==> src/rtl/core/assert_macros.svh <==
// ---------------------------------------------------------------------------
// Assertion macros
// Concurrent assertion wrappers, empty for synthesis.
// ---------------------------------------------------------------------------
`ifndef ASSERT_MACROS_SVH
`define ASSERT_MACROS_SVH

`ifndef SYNTHESIS
`define CMUV_ASSERT(lbl, clk, rst, prop) \
   lbl: assert property (@(posedge clk) disable iff (rst) (prop)) \
      else $error("%m: assertion failed");
`define CMUV_NEVER(lbl, clk, rst, prop) \
   lbl: assert property (@(posedge clk) disable iff (rst) !(prop)) \
      else $error("%m: forbidden condition seen");
`else
`define CMUV_ASSERT(lbl, clk, rst, prop)
`define CMUV_NEVER(lbl, clk, rst, prop)
`endif

`endif

==> src/rtl/core/cmuv_pkg.sv <==
// ---------------------------------------------------------------------------
// cmuv_pkg
// Shared constants and types for the cube-map uv projection block.
// ---------------------------------------------------------------------------
package cmuv_pkg;

   localparam int COORD_WIDTH_DEF  = 32;
   localparam int UV_FRAC_BITS_DEF = 16;
   localparam int FIFO_DEPTH_DEF   = 4;
   localparam int TEX_W            = 16;

   typedef struct packed {
      logic full;
      logic empty;
   } fifo_stat_type;

endpackage

==> src/rtl/core/cmuv_back.sv <==
// ---------------------------------------------------------------------------
// cmuv_back
// Pipelined restoring divider, one quotient bit per stage, and result register.
// ---------------------------------------------------------------------------
`include "assert_macros.svh"

module cmuv_back #(
   parameter int COORD_WIDTH  = cmuv_pkg::COORD_WIDTH_DEF,
   parameter int UV_FRAC_BITS = cmuv_pkg::UV_FRAC_BITS_DEF
) (
   input  logic                          clock,
   input  logic                          reset,
   input  cmuv_pkg::fifo_stat_type       fifo_stat,
   output logic                          pop,
   input  logic [COORD_WIDTH:0]          num_u,
   input  logic [COORD_WIDTH:0]          num_v,
   input  logic [COORD_WIDTH:0]          den,
   input  logic                          degen,
   output logic                          rsp_valid,
   input  logic                          rsp_stall,
   output logic [cmuv_pkg::TEX_W-1:0]    rsp_tex_u,
   output logic [cmuv_pkg::TEX_W-1:0]    rsp_tex_v,
   output logic                          rsp_degenerate
);

   localparam int CW = COORD_WIDTH;
   localparam int F  = UV_FRAC_BITS;
   localparam int RW = CW + 2;
   localparam int TW = cmuv_pkg::TEX_W;
   localparam int QW = (F > TW) ? F : TW;

   logic          adv;
   logic [F-1:0]  pv_ff;
   logic [RW-1:0] ru_ff  [F];
   logic [RW-1:0] rv_ff  [F];
   logic [F-1:0]  qu_ff  [F];
   logic [F-1:0]  qv_ff  [F];
   logic [CW:0]   den_ff [F];
   logic [F-1:0]  dg_ff;

   logic          out_v_ff;
   logic [TW-1:0] out_u_ff, out_v_tex_ff;
   logic          out_dg_ff;
   logic [QW-1:0] qux, qvx;

   assign adv = !out_v_ff || !rsp_stall;
   assign pop = adv && !fifo_stat.empty;

   for (genvar i = 0; i < F; i++) begin : g_stage
      logic          vi, di;
      logic [RW-1:0] rui, rvi, rus, rvs, dw;
      logic [F-1:0]  qui, qvi;
      logic [CW:0]   dni;
      logic          bu, bv;

      if (i == 0) begin : g_first
         assign vi  = !fifo_stat.empty;
         assign rui = {1'b0, num_u};
         assign rvi = {1'b0, num_v};
         assign qui = '0;
         assign qvi = '0;
         assign dni = den;
         assign di  = degen;
      end else begin : g_next
         assign vi  = pv_ff[i-1];
         assign rui = ru_ff[i-1];
         assign rvi = rv_ff[i-1];
         assign qui = qu_ff[i-1];
         assign qvi = qv_ff[i-1];
         assign dni = den_ff[i-1];
         assign di  = dg_ff[i-1];
      end

      assign dw  = {1'b0, dni};
      assign rus = {rui[RW-2:0], 1'b0};
      assign rvs = {rvi[RW-2:0], 1'b0};
      assign bu  = (rus >= dw);
      assign bv  = (rvs >= dw);

      always_ff @(posedge clock) begin
         if (reset) begin
            pv_ff[i] <= 1'b0;
         end else if (adv) begin
            pv_ff[i] <= vi;
         end
         if (adv) begin
            ru_ff[i]  <= bu ? (rus - dw) : rus;
            rv_ff[i]  <= bv ? (rvs - dw) : rvs;
            qu_ff[i]  <= {qui[F-2:0], bu};
            qv_ff[i]  <= {qvi[F-2:0], bv};
            den_ff[i] <= dni;
            dg_ff[i]  <= di;
         end
      end
   end

   // quotient of exactly 1.0 comes out as all ones, which is the saturated value
   assign qux = QW'(qu_ff[F-1]);
   assign qvx = QW'(qv_ff[F-1]);

   always_ff @(posedge clock) begin
      if (reset) begin
         out_v_ff <= 1'b0;
      end else if (adv) begin
         out_v_ff <= pv_ff[F-1];
      end
      if (adv) begin
         out_u_ff     <= dg_ff[F-1] ? '0 : qux[TW-1:0];
         out_v_tex_ff <= dg_ff[F-1] ? '0 : qvx[TW-1:0];
         out_dg_ff    <= dg_ff[F-1];
      end
   end

   assign rsp_valid      = out_v_ff;
   assign rsp_tex_u      = out_u_ff;
   assign rsp_tex_v      = out_v_tex_ff;
   assign rsp_degenerate = out_dg_ff;

   `CMUV_ASSERT(a_degen_zero, clock, reset,
      !(out_v_ff && out_dg_ff) || (out_u_ff == '0 && out_v_tex_ff == '0))
   `CMUV_ASSERT(a_den_degen, clock, reset,
      !pv_ff[F-1] || ((den_ff[F-1] == '0) == dg_ff[F-1]))
   `CMUV_ASSERT(a_hold_stall, clock, reset,
      (out_v_ff && rsp_stall) |=> $stable(pv_ff))

endmodule

==> config.mk <==
export PLATFORM = sky130hd
export DESIGN_NAME = cmuv_back
export DESIGN_NICKNAME = d
export VERILOG_FILES = /design/src/rtl/core/cmuv_pkg.sv /design/src/rtl/core/cmuv_back.sv
export VERILOG_INCLUDE_DIRS = /design/src /design/src/rtl/core
export SDC_FILE = /design/constraint.sdc
export NUM_CORES = 2
export LEC_CHECK = 0
export ABC_CLOCK_PERIOD_IN_PS = 71000
export BUFFER_PORTS_ARGS = -buffer_cell sky130_fd_sc_hd__buf_2
export CORE_MARGIN = 1.5
export CORE_UTILIZATION = 31
export DETAILED_ROUTE_END_ITERATION = 10
export SLEW_MARGIN = 10
export SYNTH_ARGS = -nofsm -noshare
export SYNTH_HDL_FRONTEND = slang
export SYNTH_SLANG_ARGS = --single-unit
==> constraint.sdc <==
create_clock -name clock -period 71 [get_ports clock]
set_clock_uncertainty 0.15 [all_clocks]
set_input_delay 3.55 -clock clock [delete_from_list [all_inputs] [get_ports clock]]
set_output_delay 3.55 -clock clock [all_outputs]
set_load 0.01 [all_outputs]
# Word level (Yosys, flattened, before mapping)
# Memories as Yosys holds them, arrays and structs flattened. A register that Yosys moved wholly into a read port is not among the register bits.
# Index checks and enable logic that the tools add are counted.
# Widths: inputs -> output; s select.
word_totals:
  register_bits: 34
  ramBits: 2128
  input_bits: 105
  word_cells: 142
  memories: 5
mem_list:
  columns: ["memory", "depth", "width", "read_ports", "rd_clocked_by_memory_dff", "write_ports", "line_no", "rtl"]
  rows:
  - ["ru_ff", 16, 34, 15, 0, 16, "cmuv_back.sv:34", "logic [RW-1:0] ru_ff [F];"]
  - ["rv_ff", 16, 34, 15, 0, 16, "cmuv_back.sv:35", "logic [RW-1:0] rv_ff [F];"]
  - ["den_ff", 16, 33, 15, 0, 16, "cmuv_back.sv:38", "logic [CW:0] den_ff [F];"]
  - ["qu_ff", 16, 16, 16, 1, 16, "cmuv_back.sv:36", "logic [F-1:0] qu_ff [F];"]
  - ["qv_ff", 16, 16, 16, 1, 16, "cmuv_back.sv:37", "logic [F-1:0] qv_ff [F];"]
classes:
  n_addsub: 32
  magnitude_cmp: 32
  mux: 34
  reduce_logical: 5
ops:
  columns: ["op", "count"]
  rows:
  - ["$ge 34x33->1", 32]
  - ["$mux 34", 32]
  - ["$sub 34x33->34", 32]
  - ["$logic_not 1->1", 3]
  - ["$mux 1", 2]
  - ["$logic_and 1x1->1", 1]
  - ["$logic_or 1x1->1", 1]

# Depth between registers and ports, before layout
depth:
  word_depth: 4
  mapped_depth: 15
  ltp_nobuf: 13

# Worst setup path after synthesis
# OpenSTA, ideal clock, no wires.
synth_timing:
  kind: "in2reg"
  from: "input port rsp_stall"
  to: "memory den_ff[0][0] (netlist bit) (enable)"
  setup_time_ps: 2870
  t_arrival_ps: 52562
  t_required_ps: 67980
  path_slack_ps: 15419
  stages: 4
  path_buffers: 2
  cell_sequence: "and2_1 > clkbuf_1 > inv_1 > buf_1"
synth_rtl:
  columns: ["item", "line_no", "rtl"]
  rows:
  - ["from (decl)", "cmuv_back.sv:20", "input logic rsp_stall,"]
  - ["to (decl)", "cmuv_back.sv:38", null]

==> flow_summary.ini <==
[status]
status = complete, no violations

[critical_path]
worstPathMaxFanout = 93
required_ps = 71400
end_kind = flop
critPathLaunchType = primary input
worstSetupPathType = in -> reg
crit_arrival_ps = 8480

[yosys]
synth_nets = 12500
synth_ff_type = edfxtp_1
ys_seq_elements = 1823
ys_top_cells_by_area = edfxtp_1 (46%), ha_1 (11%), a21oi_1 (4.5%), xnor2_1 (3.8%), mux2_1 (3.8%)
synth_top_cell_by_area = edfxtp_1
synth_warnings = 0
syn_inst = 11300
synth_area_per_cell_um2 = 10.6
async_reset_ff_share_pct = 0
synth_edf_count = 1806
syn_area_mm2 = 0.119
synth_top_area_share_pct = 45.5
yosysSeqAreaShare_pct = 45.8
synth_cell_type_count = 99

[grt]
overflow = 0
grt_pass1_wl_um = 468000
grt_max_degree = 164
track_usage_pct = 15.2
antenna_found_initial = 6
grt_pass1_vias = 85800

[floorplanning]
dieArea_mm2 = 0.388
core_area_mm2 = 0.382
io_pins = 140
initial_core_util_pct = 31.2
die_w_um = 623
die_h_um = 623
placementRows = 227

[routing]
wl_met2_um = 158000
vias = 83400
avgRoutedWirePerCell_um = 18.3
drt-initial-drc-count = 4100
first_pass_iters = 6
ant_nets = 0
drt_wl_total_um = 305000
wl_met1_um = 118000
top_layer_used = met4
drc = 0
wl_met3_um = 8090
vias_per_cell = 5.02

[sta]
grt_setup_unrepaired = false
max_freq_ghz = 0.124
tns_ps = 0
setup_slack_ps = 62920
tightestPinTransition_ps = 1230
final-setup-viol-count = 0
drv_slew = 0
finalCriticalPeriod_ps = 8080
max-slew-margin-rel_pct = 17.7
finalHoldViolCount = 0
finalCritPeriodShare_pct = 11.4
holdWs_ps = 236

[clocking]
path_clk_slew_ps = 60
h-tree-depth = 4
cts_sinks = 1823
insertion_delay_ps = 930
cts_setup_buffers = 0
cts_root_buf = clkbuf_16
cts_resized = 0
cts.path.max_buffers = 4
cts_tree = done
hold_buffers = 0
cts_made_buffers = 210

[placed_design]
dp_hpwl_um = 245000
portBuffers = 138
dp_slack_ps = 61870
gp_congestion = 0.925

[final_layout]
syn2layout_area_growth_pct = 11.2
layout_common_cells = edfxtp_1 (1,806), a21oi_1 (1,078), ha_1 (1,054), nand2_1 (773), inv_1 (772)
mostFrequentLayoutCell = edfxtp_1
layout.nets = 12600
drive_gt1_share_pct = 6.04

[job]
cap_violations = 0

[power_and_ir_drop]
ir_worst_vdd_mv = 0.0249
powerDensity_mw_per_mm2 = 48.7
p_leak_nw = 54.7

[hold_path]
hold_class = reg -> reg
[critical path, cell delays in order]
cell and delay (ps):
buf_2 90, and2_1 150, buf_4 210, inv_8 470, buf_4 720, buf_4 710
buf_4 670, buf_4 790, buf_4 770
[layout make-up]
class | instances | area, µm²
antenna | 2 | 5.00
clock buffer | 248 | 5460
clock inverter | 136 | 1320
fill | 38300 | 250000
inverter | 781 | 2940
multi-input combinational | 8373 | 60700
sequential | 1823 | 54600
tap | 5038 | 6300
timing repair buffer | 210 | 1240
[cell families (layout without fill, tap and decap cells)]
logic type	count (synthesis)	after routing	synth area share, %
muxes	508	508	4.85
adders and majority gates	1084	1084	11.6
and+or+nand+nor	2610	2610	10.5
buffers and inverters	1090	1375	3.51
xor gates and xnor gates	834	834	6.13
AOI/OAI and AO/OA	3337	3337	17.7
DFF	1823	1823	45.8
other	0	2	0
[per-stage QoR]
step | instances | cell area (µm²) | utilization, % | total power (W)
after floorplan | 11300 | 119000 | - | 0.00448
after global placement | 16200 | 126000 | 32.9 | 0.00536
after detailed placement | 16200 | 126000 | 32.9 | 0.00537
after CTS | 16600 | 132000 | 34.7 | 0.00649
after global routing | 16600 | 133000 | 34.7 | 0.00693
final | 16600 | 133000 | 34.7 | 0.00645
[cells in the mapped netlist, types with 64 or more instances]
cell type	instances
a211oi_1	90
a21o_1	554
a21oi_1	1079
a31oi_1	124
and2_1	64
and3_1	110
clkbuf_1	267
edfxtp_1	1806
ha_1	1054
inv_1	773
mux2_1	399
nand2_1	773
nand2b_1	124
nand3_1	199
nand4_1	155
nor2_1	684
nor2b_1	170
nor3_1	141
o21a_1	131
o21ai_0	556
o21ai_1	147
o21bai_1	136
o31ai_1	74
xnor2_1	519
xor2_1	315
[layer usage]
metal  GRT usage (%)  vias to the layer above
met5               0                        -
met4            9.13                        0
met3            1.57                      693
met2            29.2                     1470
met1            15.6                    39000
li1                -                    42200
[power breakdown]
| part | internal (W) | leakage, nW | switching (W) |
|---|---|---|---|
| clock | 0.000620 | 3.30 | 0.000449 |
| sequential | 0.00179 | 19.1 | 0.000224 |
| combinational | 0.00143 | 32.3 | 0.00194 |
[final timing paths]
path,start,cells past startpoint,slack (ps),to
hold / removal,qv_ff[7][4],0,240,qv_ff[8][5]
setup / recovery,rsp_stall,9,62920,den_ff[0][61]
setup reg to reg,rsp_valid,8,65390,den_ff[0][61]
hold reg to reg,qv_ff[7][4],0,240,qv_ff[8][5]
[flip-flops by register name, indices dropped and copies added, names as in the netlist]
register        count
den_ff            495
dg_ff               1
g_stage.di         15
g_stage.vi         15
pv_ff               1
qu_ff             136
qv_ff             136
rsp_degenerate      1
rsp_tex_u          16
rsp_tex_v          16
rsp_valid           1
ru_ff             495
rv_ff             495
Power figures use the tool's default switching activity.
