==> config.mk <==
export PLATFORM = sky130hd
export DESIGN_NAME = cmuv_fifo
export DESIGN_NICKNAME = d
export VERILOG_FILES = /design/src/rtl/core/cmuv_pkg.sv /design/src/rtl/core/cmuv_fifo.sv
export VERILOG_INCLUDE_DIRS = /design/src /design/src/rtl/core
export SDC_FILE = /design/constraint.sdc
export NUM_CORES = 1
export LEC_CHECK = 0
export BUFFER_PORTS_ARGS = -buffer_cell sky130_fd_sc_hd__buf_2
export CELL_PAD_IN_SITES_DETAIL_PLACEMENT = 0
export CELL_PAD_IN_SITES_GLOBAL_PLACEMENT = 1
export CORE_MARGIN = 3
export CORE_UTILIZATION = 51
export DETAILED_ROUTE_END_ITERATION = 8
export GPL_ROUTABILITY_DRIVEN = 0
export PLACE_DENSITY_LB_ADDON = 0.12
export SLEW_MARGIN = 20
export SYNTH_ARGS = -nofsm -noshare
export SYNTH_HDL_FRONTEND = slang
export SYNTH_SLANG_ARGS = --single-unit
==> constraint.sdc <==
create_clock -name clock -period 4 [get_ports clock]
set_input_delay 0.6 -clock clock [delete_from_list [all_inputs] [get_ports clock]]
set_output_delay 0.6 -clock clock [all_outputs]
set_load 0.01 [all_outputs]
==> src/rtl/core/assert_macros.svh <==
// ---------------------------------------------------------------------------
// Assertion macros
// Concurrent assertion wrappers, empty for synthesis.
// ---------------------------------------------------------------------------
`ifndef ASSERT_MACROS_SVH
`define ASSERT_MACROS_SVH

`ifndef SYNTHESIS
`define CMUV_ASSERT(lbl, clk, rst, prop) \
   lbl: assert property (@(posedge clk) disable iff (rst) (prop)) \
      else $error("%m: assertion failed");
`define CMUV_NEVER(lbl, clk, rst, prop) \
   lbl: assert property (@(posedge clk) disable iff (rst) !(prop)) \
      else $error("%m: forbidden condition seen");
`else
`define CMUV_ASSERT(lbl, clk, rst, prop)
`define CMUV_NEVER(lbl, clk, rst, prop)
`endif

`endif

==> src/rtl/core/cmuv_pkg.sv <==
// ---------------------------------------------------------------------------
// cmuv_pkg
// Shared constants and types for the cube-map uv projection block.
// ---------------------------------------------------------------------------
package cmuv_pkg;

   localparam int COORD_WIDTH_DEF  = 32;
   localparam int UV_FRAC_BITS_DEF = 16;
   localparam int FIFO_DEPTH_DEF   = 4;
   localparam int TEX_W            = 16;

   typedef struct packed {
      logic full;
      logic empty;
   } fifo_stat_type;

endpackage

==> src/rtl/core/cmuv_fifo.sv <==
// ---------------------------------------------------------------------------
// cmuv_fifo
// Short queue between the classifying front and the divider back end.
// ---------------------------------------------------------------------------
`include "assert_macros.svh"

module cmuv_fifo #(
   parameter int WIDTH = 8,
   parameter int DEPTH = cmuv_pkg::FIFO_DEPTH_DEF
) (
   input  logic                    clock,
   input  logic                    reset,
   input  logic                    push,
   input  logic [WIDTH-1:0]        wdata,
   input  logic                    pop,
   output logic [WIDTH-1:0]        rdata,
   output cmuv_pkg::fifo_stat_type stat
);

   localparam int AW = (DEPTH > 1) ? $clog2(DEPTH) : 1;
   localparam int NW = $clog2(DEPTH + 1);

   logic [WIDTH-1:0] mem_ff [DEPTH];
   logic [AW-1:0]    wp_ff, rp_ff, wp_in, rp_in;
   logic [NW-1:0]    cnt_ff, cnt_in;

   assign wp_in  = push ? ((wp_ff == AW'(DEPTH - 1)) ? '0 : wp_ff + 1'b1) : wp_ff;
   assign rp_in  = pop  ? ((rp_ff == AW'(DEPTH - 1)) ? '0 : rp_ff + 1'b1) : rp_ff;
   assign cnt_in = cnt_ff + NW'(push) - NW'(pop);

   always_ff @(posedge clock) begin
      if (reset) begin
         wp_ff  <= '0;
         rp_ff  <= '0;
         cnt_ff <= '0;
      end else begin
         wp_ff  <= wp_in;
         rp_ff  <= rp_in;
         cnt_ff <= cnt_in;
      end
      if (push) begin
         mem_ff[wp_ff] <= wdata;
      end
   end

   assign rdata      = mem_ff[rp_ff];
   assign stat.full  = (cnt_ff == NW'(DEPTH));
   assign stat.empty = (cnt_ff == '0);

   `CMUV_NEVER(a_push_full, clock, reset, push && stat.full)
   `CMUV_NEVER(a_pop_empty, clock, reset, pop && stat.empty)
   `CMUV_ASSERT(a_cnt_range, clock, reset, cnt_ff <= NW'(DEPTH))

endmodule

* Word level (Yosys, flattened, before mapping)
Memory sizes are Yosys's and may differ from the RTL's. A register that Yosys moved wholly into a read port is not among the register bits.
Index checks and enable logic that the tools add are counted.
Widths: inputs -> output; s select.
** Storage, ports and cells
- Memory bits (writable) :: 32
- Flip-flop bits (word level) :: 7
- Memories :: 1
- Input bits :: 12
- Word-level logic and storage cells :: 18
** Memories
- mem_ff :: words 4, width 8, rd ports 1, clocked after Yosys merged registers in 1, write ports 1, RTL line cmuv_fifo.sv:23 : logic [WIDTH-1:0] mem_ff [DEPTH];
** Operators by class
- Mux-type cells :: 6
- Eq/ne operators :: 3
- Add/sub/neg operators :: 4
- Reduce and logical (&&, ||, !) cells :: 1
** Operators by type and width (count)
- $mux 2 :: 4
- $add 2x1->2 const B :: 2
- $eq 2x2->1 const B :: 2
- $add 3x1->3 :: 1
- $eq 3x3->1 const B :: 1
- $logic_not 3->1 :: 1
- $sub 3x1->3 :: 1
- $mux 1 :: 2

* Longest topological paths before layout
Gate-level depths: netlist of run 1.
- Depth in word-level cells :: 4
- Gate-level depth with buffers :: 7
- Gate-level depth less buffers :: 7

* Worst setup path after synthesis of run 1
OpenSTA, ideal clock, no wires.
- Kind :: input-to-reg
- Start :: input pop
- End :: register cnt_ff[2]
- Required time :: 3.936 ns
- Stages on the path :: 6
- Arrival time :: 1.851 ns
- Setup slack :: 2.084 ns
- Cells stage by stage :: ha_1 inv_1 ha_1 fa_1 xor3_1 nor2_1
** Between the ends
- Cells in the longest elaborated chain, start to end :: 1
** Ends and longest elaborated chain
- start, declared :: RTL line cmuv_fifo.sv:15 : input logic pop,
- $sub 3x1->3 :: RTL line cmuv_fifo.sv:29 : assign cnt_in = cnt_ff + NW'(push) - NW'(pop);
- end signal, assigned :: RTL line cmuv_fifo.sv:39 : cnt_ff <= cnt_in;
- end, declared :: RTL line cmuv_fifo.sv:25 : logic [NW-1:0] cnt_ff, cnt_in;
No other way between the ends.
A chain may end at the register's enable or synchronous reset.

==> results of run 1 <==
[layout make-up]
type                            count  share of cell area, %
Multi-Input combinational cell     36                   23.9
Clock inverter                      3                  0.969
Tap cell                           42                   2.91
Timing Repair Buffer               21                   5.81
Inverter                            6                   1.25
Sequential cell                    41                   63.1
Clock buffer                        5                   2.08
[where the power goes]
group	switching (mW)	leakage (nW)	total [mW]	internal (mW)
sequential	0.0172	0.368	0.503	0.485
combinational	0.0498	0.280	0.113	0.0634
clock	0.130	0.0310	0.196	0.0662
[metrics by stage]
stage	power (mW)	area (um^2)	utilization (%)	instances	setup WS (ps)
floorplan	0.588	1610	-	85	2080
global placement	0.622	1750	60.9	146	1930
detailed placement	0.628	1750	60.9	146	1890
CTS	0.822	1810	62.9	154	1550
global route	0.859	1810	62.9	154	1480
finish	0.812	1810	62.9	154	1650
[cell usage in the layout (no fill, tap or decap), types with 3 or more instances in the layout]
cell,instances
nor2_1,3
dfxtp_1,9
edfxtp_1,32
buf_2,21
inv_1,6
ha_1,7
mux4_2,8
clkbuf_4,5
and2_1,4
[final timing paths]
| kind | startpoint | endpoint | slack [ps] | cells past startpoint |
|---|---|---|---|---|
| setup reg to reg | cnt_ff[0] | cnt_ff[2] | 2260 | 7 |
| setup / recovery | flip-flop | rdata[3] | 1650 | 2 |
| hold reg to reg | rp_ff[0] | flip-flop | 540 | 2 |
| hold / removal | wdata[0] | mem_ff[3][0] | 460 | 1 |
[metal layers]
metal	GRT usage (%)	routed length, um	part of all wire, %	vias up
met1	17.4	1020	44	365
met4	8.29	62	2.7	0
met3	5.77	124	5.3	4
met2	22.2	1130	48	18
met5	0	0	0	-
li1	-	-	-	371
[logic make-up (layout without fill, tap and decap cells)]
group | after synthesis | after routing | synth area share [%]
XOR/XNOR | 1 | 1 | 1.47
multiplexers | 10 | 10 | 12.4
buffers and inverters | 8 | 35 | 2.41
flip-flops | 41 | 41 | 70.8
AND/OR/NAND/NOR | 15 | 15 | 5.59
adder cells (fa/ha/maj) | 8 | 8 | 6.68
AO/OA/AOI/OAI | 2 | 2 | 0.621
[worst max-delay path, stage by stage (launching register included)]
cell and delay (ps):
dfxtp_1 670, mux4_2 580, buf_2 160
[registers in the layout (all words and copies together) (netlist names), named ones only]
| signal | flops |
|---|---|
| mem_ff | 32 |
| cnt_ff | 3 |
| rp_ff | 2 |
| wp_ff | 2 |
==> results by group, run 1 <==
Outcome
  • Run status: finished clean

Place
  • Input/output buffers: 21
  • Post-DP HPWL: 1.65 mm

Clock tree
  • # hold bufs at CTS: 0
  • CTS H-tree lvls: 2
  • Post-CTS setup buffers: 0
  • CTS buffer count: 5
  • CTS tree: yes
  • CTS root buffer: clkbuf_4
  • Clock Latency Late Sink: 350 ps
  • Post-cts resize count: 0
  • Longest Clk Path Bufs: 2
  • Clk slew on worst S/H paths: 120 ps
  • Clk sinks: 41

Detailed routing
  • Antenna Nets Post-Route: 0
  • Vias after detailed routing: 758
  • DR WL/cell: 15.2 um
  • Pre-antenna DRT Iters: 3
  • Via-per-instance ratio: 4.92
  • Starting DRT DRC Count: 37
  • Residual DRC count: 0
  • Routed WL: 2.34 mm

STA
  • Max Slew Vio Count: 0
  • Final setup viols: 0
  • Hold Slack: 459 ps
  • Setup TNS: 0 ps
  • Final hold violations: 0
  • Slew headroom: 65.1%
  • Layout Skew: 3.82 ps
  • Worst slew pin tran: 523 ps
  • RSZ-0062 raised after global routing: false
  • Minimum clock period: 2350 ps
  • Final period utilization: 58.9%
  • Max Fclk: 425 MHz

Floorplan
  • I/O pins: 22
  • Full die area: 3870 um^2
  • Core area: 2880 um^2
  • Die Wd: 62.2 um
  • Die H: 62.2 um
  • Placement row count: 19
  • Initial Utilization: 56.0%

Logic synthesis
  • Synth cell types: 18
  • #FFs+latches synth: 41
  • Mapped Nets: 105
  • Mapped Cells: 85
  • Synthesized area: 1610 um^2
  • EDFF count, synth: 32
  • Register area share after synthesis: 70.8%
  • Ys Warns: 0
  • Post-synth top cells: edfxtp_1 (32), dfxtp_1 (9), mux4_2 (8)
  • Async set-reset flop share out of synthesis: 0%
  • Post-synthesis area per instance: 19.0 um^2
  • Dominant cells by area after synthesis: edfxtp_1 (60%), dfxtp_1 (11%), mux4_2 (11%)
  • Area leader, netlist: edfxtp_1
  • Top-count cell post-synth: edfxtp_1
  • Post-synth top flop: edfxtp_1
  • Post-synth top area share: 59.6%

Final layout
  • Area of the multi-input gates: 432 um^2
  • Ratio of cells with drive above 1 in the final layout: 33.0%
  • Reg area: 1140 um^2
  • Fill cell count: 223
  • Antenna cell count: 0
  • Area Overhead vs Synth: 12.2%
  • Nets: 131

Job
  • Max-cap violations: 0

Global route
  • Pin count of the biggest net entering global routing: 14
  • Vias in the first global route: 804
  • First-pass GRT wire length: 4.02 mm
  • Grt total ovfl: 0
  • Initial antenna violation count: 0
  • GR Util All Layers: 14.5%

Worst setup path
  • WP data arrival: 1750 ps
  • CP Launch Type: flip-flop
  • Req. time, crit path: 3400 ps
  • Worst-path maximum fanout: 8
  • Crit Path Class: flip-flop to primary output
  • CP endpoint kind: primary output

Hold path
  • Hold crit path type: input pin to flip-flop

Power
  • Lkg Pwr: 0.679 nW
  • Power density cells: 449 nW/um^2
  • Maximum vdd drop: 300 uV
(Power assumes the default switching activity.)
==> run 2, diff against run 1 <==
- CORE_UTILIZATION: 51 -> 43
- clock period: 4 -> 2.1 ns (I/O delays scaled with it)
==> results by group, run 2 (same netlist as run 1, synthesis figures left out) <==
Final layout
  • Nets: 132 (+0.76%)
  • Antenna cell count: 0 (unchanged)
  • Util after Layout: 54.3% (-8.6 points)
  • Area Overhead vs Synth: 16.8%
  • Max FFs per register: 32 (unchanged)
  • Most flops, register: mem_ff
  • Ratio of cells with drive above 1 in the final layout: 32.7% (-0.29 points)
  • Most frequent cells in the layout: edfxtp_1 (32), buf_2 (21), dfxtp_1 (9)
  • Final Non-Filler Cells: 159 (+3.2%)
  • Commonest non-fill, non-tap cell in the layout: edfxtp_1
  • Top Registers: mem_ff: 32 flops, cnt_ff: 3 flops

Place
  • Input/output buffers: 21 (unchanged)
  • Inst Count DP: 151 (+3.4%)
  • Post-DP HPWL: 1.61 mm (-2.8%)

Detailed routing
  • DR WL/cell: 14.5 um (-4.6%)
  • Pre-antenna DRT Iters: 4 (+1)
  • Starting DRT DRC Count: 16 (-57%)
  • Via-per-instance ratio: 4.81 (-2.4%)
  • Antenna Nets Post-Route: 0 (unchanged)
  • Residual DRC count: 0 (unchanged)
  • Routed WL: 2.30 mm (-1.5%)
  • Vias after detailed routing: 764 (+0.79%)

Hold path
  • Hold crit path type: input pin to flip-flop

Clock tree
  • Clock Latency Late Sink: 280 ps (-70 ps)
  • # hold bufs at CTS: 0 (unchanged)
  • CTS buffer count: 5 (unchanged)
  • CTS tree: yes
  • CTS root buffer: clkbuf_8
  • Clk slew on worst S/H paths: 70 ps (-50 ps)
  • Post-cts resize count: 0 (unchanged)
  • Longest Clk Path Bufs: 2 (unchanged)
  • Post-CTS setup buffers: 0 (unchanged)
  • Clk sinks: 41 (unchanged)
  • CTS H-tree lvls: 2 (unchanged)

STA
  • Minimum clock period: 1790 ps
  • Setup TNS: 0 ps (unchanged)
  • Worst slew pin tran: 451 ps (-71.1 ps)
  • Slew headroom: 69.9% (+4.8 points)
  • Max Slew Vio Count: 0 (unchanged)
  • Final hold violations: 0 (unchanged)
  • Max Fclk: 559 MHz
  • Final setup viols: 0 (unchanged)
  • Hold Slack: 241 ps (-219 ps)
  • RSZ-0062 raised after global routing: false
  • Final period utilization: 85.2%
  • Layout Skew: 4.13 ps (+0.318 ps)

Worst setup path
  • CP cell instances: buf_4, mux4_2, buf_2
  • Number of buffers and inverters on the critical path: 2 (+1)
  • CP Launch Type: flip-flop
  • Crit path max-delay family: multiplexers
  • Max incr delay on CP: 530 ps (-140 ps)
  • Req. time, crit path: 1780 ps (-1620 ps)
  • Worst-path maximum fanout: 8 (unchanged)
  • Critical path's slowest cell: mux4_2
  • WP data arrival: 1470 ps (-280 ps)
  • Crit Path Class: flip-flop to primary output
  • CP endpoint kind: primary output

Floorplan
  • Die H: 67.2 um (+8.1%)
  • Placement row count: 21 (+2)
  • Die Wd: 67.2 um (+8.1%)
  • Initial Utilization: 46.5% (-9.6 points)
  • Full die area: 4520 um^2 (+17%)
  • Core area: 3470 um^2 (+21%)
  • I/O pins: 22 (unchanged)

Power
  • Switching fraction of total power: 20.5% (-3.8 points)
  • Sw power: 370 uW (+88%)
  • Flop pwr share: 52.8% (-9.1 points)
  • Lkg Pwr: 0.712 nW (+4.8%)
  • Logic pwr share: 12.3% (-1.6 points)
  • Pint: 1.43 mW (+130%)
  • Maximum vdd drop: 521 uV (+74%)
  • Clock share of power: 35.0% (+11 points)
  • Power density cells: 959 nW/um^2 (+110%)

Global route
  • First-pass GRT wire length: 3.62 mm (-10%)
  • Initial antenna violation count: 0 (unchanged)
  • Pin count of the biggest net entering global routing: 13 (-1)
  • Vias in the first global route: 790 (-1.7%)
  • Grt total ovfl: 0 (unchanged)
  • GR Util All Layers: 11.9% (-2.6 points)

Outcome
  • Run status: finished clean

Job
  • Max-cap violations: 0 (unchanged)
## run 2: cell types whose count changed in the layout (fill, tap and decap cells not counted)
cell / change
clkbuf_8: +6
clkbuf_4: -5
clkinv_2: -2
buf_4: +1
bufinv_16: +1
clkbuf_1: +1
clkinvlp_4: -1
## run 2: power groups by stage
| stage | combinational, mW | sequential, mW | clock, mW |
|---|---|---|---|
| 2_1_floorplan | 0.161 | 0.960 | 0 |
| 3_3_place_gp | 0.221 | 0.968 | 0 |
| 3_5_place_dp | 0.228 | 0.971 | 0 |
| 4_1_cts | 0.228 | 0.953 | 0.655 |
| 5_1_grt | 0.254 | 0.957 | 0.684 |
| 6_report | 0.221 | 0.952 | 0.631 |
## run 2: path summary, 6_finish.rpt
| check | startpoint | end | slack [ps] | depth (start not counted) |
|---|---|---|---|---|
| worst max-delay path | flip-flop | rdata[4] | 310 | 3 |
| worst min-delay path | wdata[3] | mem_ff[3][3] | 240 | 1 |
| worst max register to register | cnt_ff[0] | cnt_ff[2] | 360 | 7 |
| worst min register to register | rp_ff[0] | rp_ff[0] | 520 | 2 |
## run 2: cell type report
class	count	area (um^2)
clock buffer	7	86.3
sequential	41	1140
tap	46	57.6
multi-input combinational	36	432
inverter	6	22.5
timing repair buffer	22	113
clock inverter	1	30.0
fill	306	1590
## run 2: worst register-to-register path: stages (launching register included)
cell	delay, ps
dfxtp_1	330
inv_1	50
ha_1	260
inv_1	40
ha_1	170
fa_1	380
xor3_1	350
nor2_1	90
## run 2: through the flow
step,worst slack (ps),instance area [um^2],total power [mW]
2_1_floorplan,434,1610,1.12
3_3_place_gp,311,1770,1.19
3_5_place_dp,266,1770,1.20
4_1_cts,275,1880,1.84
5_1_grt,224,1880,1.89
6_report,311,1880,1.80
## run 2: layer usage
layer	share of wire (%)	vias up	track usage, %	wire length (um)
met5	0	-	0	0
met4	2.0	0	5.32	45
met3	6.0	5	5.16	137
met2	50	19	19.5	1160
met1	42	369	13.5	958
li1	-	371	-	-
