==> config.mk <==
export PLATFORM = sky130hd
export DESIGN_NAME = cmuv_front
export DESIGN_NICKNAME = d
export VERILOG_FILES = /design/src/rtl/core/assert_macros.svh /design/src/rtl/core/cmuv_pkg.sv /design/src/rtl/core/cmuv_front.sv
export SDC_FILE = /design/constraint.sdc
export NUM_CORES = 1
export LEC_CHECK = 0
export BUFFER_PORTS_ARGS = -buffer_cell sky130_fd_sc_hd__buf_2
export CAP_MARGIN = 20
export CORE_MARGIN = 2
export CORE_UTILIZATION = 60
export DETAILED_ROUTE_END_ITERATION = 10
export PLACE_DENSITY = 0.82
export SLEW_MARGIN = 15
export SYNTH_ARGS = -nofsm -noshare
export SYNTH_HDL_FRONTEND = slang
export SYNTH_SLANG_ARGS = --single-unit
==> constraint.sdc <==
create_clock -name clock -period 19.8 [get_ports clock]
set_input_delay 5.94 -clock clock [delete_from_list [all_inputs] [get_ports clock]]
set_output_delay 5.94 -clock clock [all_outputs]
set_load 0.01 [all_outputs]
==> src/rtl/core/assert_macros.svh <==
// ---------------------------------------------------------------------------
// Assertion macros
// Concurrent assertion wrappers, empty for synthesis.
// ---------------------------------------------------------------------------
`ifndef ASSERT_MACROS_SVH
`define ASSERT_MACROS_SVH

`ifndef SYNTHESIS
`define CMUV_ASSERT(lbl, clk, rst, prop) \
   lbl: assert property (@(posedge clk) disable iff (rst) (prop)) \
      else $error("%m: assertion failed");
`define CMUV_NEVER(lbl, clk, rst, prop) \
   lbl: assert property (@(posedge clk) disable iff (rst) !(prop)) \
      else $error("%m: forbidden condition seen");
`else
`define CMUV_ASSERT(lbl, clk, rst, prop)
`define CMUV_NEVER(lbl, clk, rst, prop)
`endif

`endif

==> src/rtl/core/cmuv_pkg.sv <==
// ---------------------------------------------------------------------------
// cmuv_pkg
// Shared constants and types for the cube-map uv projection block.
// ---------------------------------------------------------------------------
package cmuv_pkg;

   localparam int COORD_WIDTH_DEF  = 32;
   localparam int UV_FRAC_BITS_DEF = 16;
   localparam int FIFO_DEPTH_DEF   = 4;
   localparam int TEX_W            = 16;

   typedef struct packed {
      logic full;
      logic empty;
   } fifo_stat_type;

endpackage

==> src/rtl/core/cmuv_front.sv <==
// ---------------------------------------------------------------------------
// cmuv_front
// Takes positions, picks the major face and forms dividends and divisor.
// ---------------------------------------------------------------------------
module cmuv_front #(
   parameter int COORD_WIDTH = cmuv_pkg::COORD_WIDTH_DEF
) (
   input  logic                       clock,
   input  logic                       reset,
   input  logic                       req_valid,
   output logic                       req_stall,
   input  logic [COORD_WIDTH-1:0]     req_pos_x,
   input  logic [COORD_WIDTH-1:0]     req_pos_y,
   input  logic [COORD_WIDTH-1:0]     req_pos_z,
   input  cmuv_pkg::fifo_stat_type    fifo_stat,
   output logic                       push,
   output logic [COORD_WIDTH:0]       num_u,
   output logic [COORD_WIDTH:0]       num_v,
   output logic [COORD_WIDTH:0]       den,
   output logic                       degen
);

   localparam int CW = COORD_WIDTH;

   logic          v_ff, v_in, adv;
   logic [CW-1:0] x_ff, y_ff, z_ff, ax_ff, ay_ff, az_ff;
   logic          xmaj, ymaj, zmaj;
   logic [CW-1:0] m;
   logic [CW:0]   cx, cy, cz, uc, vc;
   logic [CW+1:0] su, sv;

   assign adv       = !v_ff || !fifo_stat.full;
   assign req_stall = !adv;
   assign v_in      = adv ? req_valid : v_ff;

   always_ff @(posedge clock) begin
      if (reset) begin
         v_ff <= 1'b0;
      end else begin
         v_ff <= v_in;
      end
      if (adv && req_valid) begin
         x_ff  <= req_pos_x;
         y_ff  <= req_pos_y;
         z_ff  <= req_pos_z;
         ax_ff <= req_pos_x[CW-1] ? (~req_pos_x + 1'b1) : req_pos_x;
         ay_ff <= req_pos_y[CW-1] ? (~req_pos_y + 1'b1) : req_pos_y;
         az_ff <= req_pos_z[CW-1] ? (~req_pos_z + 1'b1) : req_pos_z;
      end
   end

   assign cx = {x_ff[CW-1], x_ff};
   assign cy = {y_ff[CW-1], y_ff};
   assign cz = {z_ff[CW-1], z_ff};

   assign xmaj = (ax_ff >= ay_ff) && (ax_ff >= az_ff);
   assign ymaj = (ay_ff >= ax_ff) && (ay_ff >= az_ff);
   assign zmaj = (az_ff >= ax_ff) && (az_ff >= ay_ff);

   // later faces win ties: Z over Y over X; zero counts as negative
   always_comb begin
      if (zmaj) begin
         m  = az_ff;
         uc = (!z_ff[CW-1] && (z_ff != '0)) ? cx : -cx;
         vc = cy;
      end else if (ymaj) begin
         m  = ay_ff;
         uc = cx;
         vc = (!y_ff[CW-1] && (y_ff != '0)) ? -cz : cz;
      end else begin
         m  = ax_ff;
         uc = (!x_ff[CW-1] && (x_ff != '0)) ? -cz : cz;
         vc = cy;
      end
   end

   assign su    = {uc[CW], uc} + {2'b00, m};
   assign sv    = {vc[CW], vc} + {2'b00, m};
   assign num_u = su[CW:0];
   assign num_v = sv[CW:0];
   assign den   = {m, 1'b0};
   assign degen = (m == '0);
   assign push  = v_ff && !fifo_stat.full;

endmodule

---- Word-level counts from Yosys, hierarchy flattened ----
Cells that the tools add are included.
W data, S select, Z words.
operators by class
  add/subtract/negate cells ............... 7
  $lt $le $gt $ge ......................... 4
  mux-type cells .......................... 12
  bitwise logic cells ..................... 3
  reduce and logical (&&, ||, !) cells .... 18
operator list
  kind                     count
  $mux W33                 7
  $ge A32 B32 Y1           4
  $add A32 B1 Y32 const B  3
  $not A32 Y32             3
  $reduce_bool A32 Y1      3
  $mux W31                 3
  $add A33 B33 Y33         2
  $neg A33 Y33             2
  $mux W32                 2
  $logic_not A32 Y1        1
  $logic_and A1 B1 Y1      7
  $logic_not A1 Y1         6
  $logic_or A1 B1 Y1       1
storage, ports and cells
  flip-flop bits (word level) ............. 193
  input port bits ......................... 101
  word-level logic and storage cells ...... 54

---- Depth between registers and ports, before layout ----
Gate-level depths: netlist (run 1).
  depth in word-level cells ............... 6
  mapped depth ............................ 29
  depth with buffers taken out ............ 27

---- Worst setup path after synthesis (run 1) ----
OpenSTA, ideal clock, no wires.
  path type ............................... input to register
  start point ............................. input port fifo_stat[1] in the netlist's numbering
  end point ............................... register ax_ff[10] (enable)
  data arrival time ....................... 14.466 ns
  required time ........................... 19.038 ns
  slack ................................... 4.572 ns
  cell stages on the path ................. 2
  path buffers ............................ 0
  cells stage by stage .................... and2_1 nor2b_1
between the ends
  word-level cells in the longest chain between the ends .. 3
RTL lines
  what                  line              text
  from (decl)           cmuv_front.sv:15  input cmuv_pkg::fifo_stat_type fifo_stat,
  $logic_not A1 Y1      cmuv_front.sv:32  assign adv = !v_ff || !fifo_stat.full;
  $logic_or A1 B1 Y1    cmuv_front.sv:32
  $logic_and A1 B1 Y1   cmuv_front.sv:42  if (adv && req_valid) begin
  to (signal assigned)  cmuv_front.sv:46  ax_ff <= req_pos_x[CW-1] ? (~req_pos_x + 1'b1) : req_pos_x;
  to (decl)             cmuv_front.sv:26  logic [CW-1:0] x_ff, y_ff, z_ff, ax_ff, ay_ff, az_ff;
No other way between the ends.
A chain may end at the register's enable or synchronous reset.

---- Worst setup path after layout (run 1) ----
  start point ............................. register z_ff[0]
  end point ............................... output port num_u[29]
between the ends
  word-level cells in the longest chain between the ends .. 5
  elaborated cells on any way between the ends .. 8
RTL lines
  what                                                 line                                text
  from (decl)                                          cmuv_front.sv:26
  from (signal assigned)                               cmuv_front.sv:45                    z_ff <= req_pos_z;
  $neg A33 Y33 or $reduce_bool A32 Y1 (tied branches)  cmuv_front.sv:72, cmuv_front.sv:64
  $mux W33 or $logic_and A1 B1 Y1 (tied branches)      cmuv_front.sv:72, cmuv_front.sv:64
  $mux W33 (on tied branches)                          cmuv_front.sv:66, cmuv_front.sv:64
  $mux W33 (*)                                         cmuv_front.sv:62                    if (zmaj) begin
  $add A33 B33 Y33 (*)                                 cmuv_front.sv:77                    assign su = {uc[CW], uc} + {2'b00, m};
  to (decl)                                            cmuv_front.sv:17                    output logic [COORD_WIDTH:0] num_u,
Every way passes the cells marked *; elsewhere a longest branch is shown, timed or not.

==> results of run 1 <==
==> worst max-delay path: cells and delay by family (launching register included) <==
kind | cells | cell delay, ns
adders and majority gates | 3 | 0.88
xor gates and xnor gates | 2 | 0.35
AOI/OAI and AO/OA | 10 | 2.58
DFF | 1 | 0.50
and+or+nand+nor | 10 | 3.96
buffers and inverters | 2 | 0.39
==> state kept, by name, indices dropped and copies added, names as in the netlist <==
register and flops:
ax_ff 31, ay_ff 31, az_ff 31, v_ff 1, x_ff 32, y_ff 32, z_ff 32
==> per-stage QoR <==
| stage | power [mW] | hold WS [ns] | util [%] | cells |
|---|---|---|---|---|
| finish | 1.80 | 0.658 | 67.9 | 2319 |
| CTS | 1.78 | 0.661 | 67.9 | 2315 |
| global placement | 1.42 | 0.631 | 65.7 | 2283 |
| global route | 1.90 | 0.714 | 67.9 | 2317 |
| detailed placement | 1.44 | 0.651 | 65.7 | 2283 |
| floorplan | 1.14 | 0.629 | - | 1791 |
==> per-layer routing <==
layer	GRT usage (%)	part of all wire, %	wire, µm
met4	11.3	3.1	1510
met2	50.3	42	20800
met3	4.23	11	5170
met1	50.6	44	21500
met5	0	0	0
==> synth_stat cells, drive strengths merged, types with 12 or more instances <==
cell type  number
nor4           24
inv           115
xor2           55
a311oi         27
nor2b          13
nand3          30
nand2b         16
o31ai          35
o21a           12
o21ai         140
or4            26
o211ai         12
or3            31
nor3           40
xnor2         150
or2            14
a21o           31
nor2           98
clkbuf         51
a21oi         108
nand4          27
nand2         203
a31oi          27
a221oi         13
a211oi         22
edfxtp        189
o41ai          16
o21bai         12
ha            167
==> worst max-delay path by stage <==
stage | to | from
2_1_floorplan | ax_ff[10]$_DFFE_PP_ | fifo_stat[1]
3_3_place_gp | num_u[29] | z_ff[0]$_DFFE_PP_
3_5_place_dp | num_u[31] | z_ff[0]$_DFFE_PP_
4_1_cts | num_u[29] | z_ff[0]$_DFFE_PP_
5_1_grt | num_u[31] | z_ff[0]$_DFFE_PP_
6_report | num_u[29] | z_ff[0]$_DFFE_PP_
==> cell type report <==
cell class / instances / area (µm²) / area share [%]
Clock inverter: 15 / 163 / 0.894
Tap cell: 341 / 427 / 2.34
Timing Repair Buffer: 212 / 1100 / 6.06
Sequential cell: 190 / 5700 / 31.3
Antenna cell: 4 / 10.0 / 0.0550
Inverter: 115 / 432 / 2.37
Clock buffer: 17 / 425 / 2.34
Multi-Input combinational cell: 1425 / 9940 / 54.6
==> power by group through the flow <==
stage	Combinational, mW	Clock [mW]	Sequential, mW
2_1_floorplan	0.633	0	0.509
5_1_grt	1.03	0.360	0.514
4_1_cts	0.927	0.344	0.510
3_5_place_dp	0.922	0	0.518
3_3_place_gp	0.904	0	0.517
6_report	0.940	0.345	0.512
==> cells by family after synthesis <==
kind of cell	count (synthesis)	share of synthesized area [%]
AOI/OAI and AO/OA	494	19.7
xor gates and xnor gates	205	11.0
adders and majority gates	169	13.1
buffers and inverters	176	4.24
DFF	190	34.9
muxes	10	0.614
other	1	0.0230
and+or+nand+nor	546	16.4
==> results by group, run 1 <==
Clock network
  – Clk root buf: clkbuf_16
  – Htree depth: 4
  – Maximum root-to-sink buffer count: 2
  – CTS tree: done
  – Post-cts resize count: 0
  – Reg clk slew, reported paths: 0.08 ns
  – Clock latency at the later pin of the worst-skew pair: 0.44 ns
  – Clock buffer count from CTS: 17
  – Clk sink count: 190
  – Post-CTS setup buffer count: 0
  – # hold bufs at CTS: 0

Critical path
  – Worst Setup Path Type: reg -> out
  – Worst reg2reg path startpoint: v_ff$_SDFFE_PP0N_
  – R2R Setup Slk: 17.97 ns
  – Depth of the most critical reg-to-reg path: 3
  – Crit end category: primary output
  – CP peak stage delay: 0.73 ns
  – Startpoint types: register
  – Data required, critical path: 13.86 ns
  – Slowest stage cell, crit path: nor2_1
  – WP data arrival: 9.12 ns
  – Worst-path maximum fanout: 12
  – Endpoint of the lowest-slack register-to-register path: z_ff[24]$_DFFE_PP_

Yosys
  – Synth Instances: 1791
  – Area leader, netlist: edfxtp_1
  – Yosys warnings: 0
  – Sequential area share after synthesis: 34.9%
  – Post-synth top area share: 34.8%
  – Top flip-flop cell by instance count after synthesis: edfxtp_1
  – Avg Synthesized Cell Area: 9.10 µm²
  – Seq cells post-synth: 190
  – Largest cells by area after synthesis: edfxtp_1 (35%), ha_1 (13%), xnor2_1 (8.1%)
  – Post-synth EDFFs: 189
  – Netlist cell types: 75
  – Synthesized net count: 2061
  – Post-Synthesis Cell Area: 16300 µm²
  – Async S/R FF share, synth: 0%

Drt
  – Drt total wl: 49000 µm
  – Detailed Route Iter0 Violations: 1796
  – Antenna Violating Nets Remaining: 0
  – 1st-pass router iterations: 6
  – Routed wire per std cell: 21.1 µm
  – Total number of vias: 14808
  – Drt drc: 0
  – Vias per Instance: 6.39

Pwr
  – Sw frac: 42.1%
  – Share of power burned in registers: 28.5%
  – Peak supply drop: 66.2 µV
  – P_sw: 0.756 mW
  – Gate power share: 52.3%
  – P_int: 1.04 mW
  – Static Leak: 7.62 nW
  – Pwr/cell area: 98.8 nW/µm²
  – Clock group share of total power: 19.2%

Global routing
  – First-pass GRT wire length: 73300 µm
  – Initial antenna violation count: 4
  – All-layer global routing usage: 33.7%
  – Gr ovfl total: 0
  – Largest net degree at the start of global routing: 190
  – Vias in the first global route: 13304

Floorplanning
  – Die X: 169 µm
  – Initial Utilization: 60.8%
  – Die height: 169 µm
  – Core area: 26800 µm²
  – Die area: 28500 µm²
  – FP Rows: 60
  – I/O pins: 203

Layout
  – Final instance area: 18200 µm²
  – Fillers: 2119
  – Area delta synth->final: 11.6%
  – Most frequent cells in the layout: nand2_1 (201), buf_2 (200), edfxtp_1 (189)
  – Most common cell after layout, fill and taps aside: nand2_1
  – Layout cells sized above 1: 14.0%
  – NumNets Final: 2231

STA
  – Max Freq: 66.4 MHz
  – RSZ-0062 raised after global routing: false
  – Post-route setup slack: 4.74 ns
  – Final setup violation count: 0
  – Final worst-path cycle share: 76.0%
  – Setup TNS: 0 ns
  – Final min period: 15.06 ns
  – Worst slew pin tran: 0.985 ns
  – Final hold violation count: 0
  – Slew headroom: 34.3%
  – Final Skew: 0.0124 ns
  – Slew Viols, Final: 0

Placement
  – Post-Place Worst Slack: 5.31 ns
  – Cell Area, Placed: 17600 µm²
  – DPL Wire Length: 38900 µm
  – PortBufs: 200
  – Global placer's final weighted congestion: 0.997

Worst hold path
  – Worst hold endpoint: v_ff$_SDFFE_PP0N_
  – Min-Delay Path Class: reg -> reg
  – Cells on Worst Hold Path: 3
  – Hold Crit Start: v_ff$_SDFFE_PP0N_

Job
  – Max-Cap Viols: 0

Status
  – Outcome: finished clean
No activity file was read; power rests on OpenSTA's default activity.
==> run 2, diff against run 1 <==
- clock period: 19.8 -> 15.11 ns (I/O delays scaled with it)
==> run 2 against run 1 <==
First-iteration DRC count shrank 5.8%. Non-clock buffer count is the same. Highest routed layer unchanged. Hold slack lost 0.0029 ns. Via count increased by 0.53%. Clock skew fell by 0.0041 ns.
==> results by group, run 2 (synthesized netlist as in run 1, its figures left out) <==
Floorplanning
  – Core area: 26800 µm² (unchanged)
  – FP Rows: 60 (unchanged)
  – I/O pins: 203 (unchanged)
  – Die X: 169 µm (unchanged)
  – Die height: 169 µm (unchanged)
  – Initial Utilization: 60.8% (unchanged)
  – Die area: 28500 µm² (unchanged)

Clock network
  – CTS tree: done
  – Clock buffer count from CTS: 17 (unchanged)
  – Clk sink count: 190 (unchanged)
  – Post-cts resize count: 0 (unchanged)
  – Post-CTS setup buffer count: 0 (unchanged)
  – Clock latency at the later pin of the worst-skew pair: 0.45 ns (about the same)
  – # hold bufs at CTS: 0 (unchanged)
  – Reg clk slew, reported paths: 0.07 ns (about the same)
  – Htree depth: 4 (unchanged)
  – Clk root buf: clkbuf_16
  – Maximum root-to-sink buffer count: 2 (unchanged)

Drt
  – Vias per Instance: 6.41 (+0.31%)
  – Drt total wl: 49900 µm (+1.8%)
  – Antenna Violating Nets Remaining: 0 (unchanged)
  – Wire length on met2: 21100 µm (+1.5%)
  – Metal3 WL: 5580 µm (+7.8%)
  – Metal1 wirelength: 21500 µm (about the same)
  – Total number of vias: 14886 (+0.53%)
  – DR top layer: met4
  – Detailed Route Iter0 Violations: 1692 (-5.8%)
  – 1st-pass router iterations: 7 (+1)
  – Drt drc: 0 (unchanged)
  – Routed wire per std cell: 21.5 µm (+1.5%)

STA
  – Max Freq: 73.4 MHz
  – Final worst-path cycle share: 90.2%
  – Slew headroom: 32.5% (-1.9 points)
  – Final Skew: 0.00828 ns (-0.00412 ns)
  – RSZ-0062 raised after global routing: false
  – Worst slew pin tran: 1.01 ns (+0.0284 ns)
  – Final setup violation count: 0 (unchanged)
  – Final min period: 13.63 ns
  – Final hold violation count: 0 (unchanged)
  – Setup TNS: 0 ns (unchanged)
  – Slew Viols, Final: 0 (unchanged)

Placement
  – Placed cell count: 2283 (unchanged)
  – Cell Area, Placed: 17600 µm² (unchanged)
  – DPL Wire Length: 39500 µm (+1.5%)
  – PortBufs: 200 (unchanged)
  – Global placer's final weighted congestion: 1.01 (+1.1%)

Critical path
  – Crit end category: primary output
  – Startpoint types: register
  – Slowest stage cell, crit path: nor2_1
  – CP peak stage delay: 0.71 ns (-0.02 ns)
  – Worst Setup Path Type: reg -> out
  – WP data arrival: 9.10 ns (-0.02 ns)
  – Worst-path maximum fanout: 12 (unchanged)
  – Data required, critical path: 10.58 ns (-3.28 ns)

Pwr
  – P_int: 1.36 mW (+31%)
  – Sw frac: 42.2% (+0.17 points)
  – Share of power burned in registers: 28.5% (about the same)
  – Pwr/cell area: 130 nW/µm² (+31%)
  – P_sw: 0.997 mW (+32%)
  – Clock group share of total power: 19.1% (about the same)
  – Total Power: 2.36 mW (+31%)
  – Peak supply drop: 83.6 µV (+26%)
  – Gate power share: 52.4% (about the same)
  – Static Leak: 7.61 nW (about the same)

Layout
  – NumNets Final: 2231 (unchanged)
  – Most common cell after layout, fill and taps aside: nand2_1
  – Fin cells: 2324 (+0.22%)
  – Regs by FF count: x_ff: 32 flops, y_ff: 32 flops, z_ff: 32 flops
  – Most frequent cells in the layout: nand2_1 (201), buf_2 (200), edfxtp_1 (189)
  – Core Util, Final: 67.9% (about the same)
  – Final instance area: 18200 µm² (about the same)
  – Layout cells sized above 1: 14.1% (+0.051 points)
  – Fillers: 2171 (+2.5%)
  – Area delta synth->final: 11.6% (about the same)

Global routing
  – Largest net degree at the start of global routing: 190 (unchanged)
  – Gr ovfl total: 0 (unchanged)
  – All-layer global routing usage: 34.4% (+0.77 points)
  – First-pass GRT wire length: 75100 µm (+2.4%)
  – Initial antenna violation count: 5 (+1)
  – Vias in the first global route: 13629 (+2.4%)

Job
  – Max-Cap Viols: 0 (unchanged)

Status
  – Outcome: finished clean

Worst hold path
  – Min-Delay Path Class: reg -> reg
==> run 2: cell count changes in the layout (fill, tap and decap cells not counted) <==
cell | before | now
clkinv_8 | 2 | 0
clkinv_2 | 1 | 2
inv_6 | 0 | 4
clkinv_1 | 2 | 1
clkinv_4 | 4 | 2
diode_2 | 4 | 9
==> run 2: stage by stage <==
step,setup WS (ns),hold WS (ns)
3_3_place_gp,2.06,0.631
4_1_cts,1.52,0.659
2_1_floorplan,1.29,0.629
5_1_grt,1.01,0.697
6_report,1.48,0.656
3_5_place_dp,2.01,0.650
==> run 2: power groups by stage <==
| stage | sequential (mW) | combinational, mW | clock, mW |
|---|---|---|---|
| CTS | 0.669 | 1.22 | 0.449 |
| finish | 0.672 | 1.24 | 0.452 |
| global route | 0.675 | 1.35 | 0.471 |
| floorplan | 0.668 | 0.830 | 0 |
| global placement | 0.679 | 1.18 | 0 |
| detailed placement | 0.679 | 1.21 | 0 |
==> run 2: worst max-delay path: cells and delay by family (launching register included) <==
| kind | cells | cell delay, ns |
|---|---|---|
| flip-flops | 1 | 0.51 |
| XOR/XNOR | 2 | 0.33 |
| buffers and inverters | 2 | 0.39 |
| AND/OR/NAND/NOR | 10 | 3.91 |
| AO/OA/AOI/OAI | 10 | 2.61 |
| adder cells (fa/ha/maj) | 3 | 0.90 |
==> run 2: cell type report <==
class / count / area (µm²) / area share (%)
well taps: 341 / 427 / 2.34
repair buffers: 212 / 1100 / 6.06
flip-flops and latches: 190 / 5700 / 31.3
diodes: 9 / 22.5 / 0.124
multi-input cells: 1425 / 9940 / 54.6
inverters: 115 / 432 / 2.37
clock inverters: 15 / 149 / 0.818
clock buffers: 17 / 425 / 2.34
==> run 2: layer usage <==
layer / track usage, % / vias to the layer above
met5: 0 / -
met3: 7.25 / 105
met2: 51.8 / 811
met4: 11.5 / 0
li1: - / 7034
met1: 49.7 / 6936
==> run 2: final timing paths <==
path / startpoint / to / slack [ns] / cells past startpoint
min: v_ff$_SDFFE_PP0N_ / v_ff$_SDFFE_PP0N_ / 0.66 / 3
max reg2reg: v_ff$_SDFFE_PP0N_ / x_ff[27]$_DFFE_PP_ / 13.28 / 3
min reg2reg: v_ff$_SDFFE_PP0N_ / v_ff$_SDFFE_PP0N_ / 0.66 / 3
max: z_ff[0]$_DFFE_PP_ / num_u[31] / 1.48 / 27
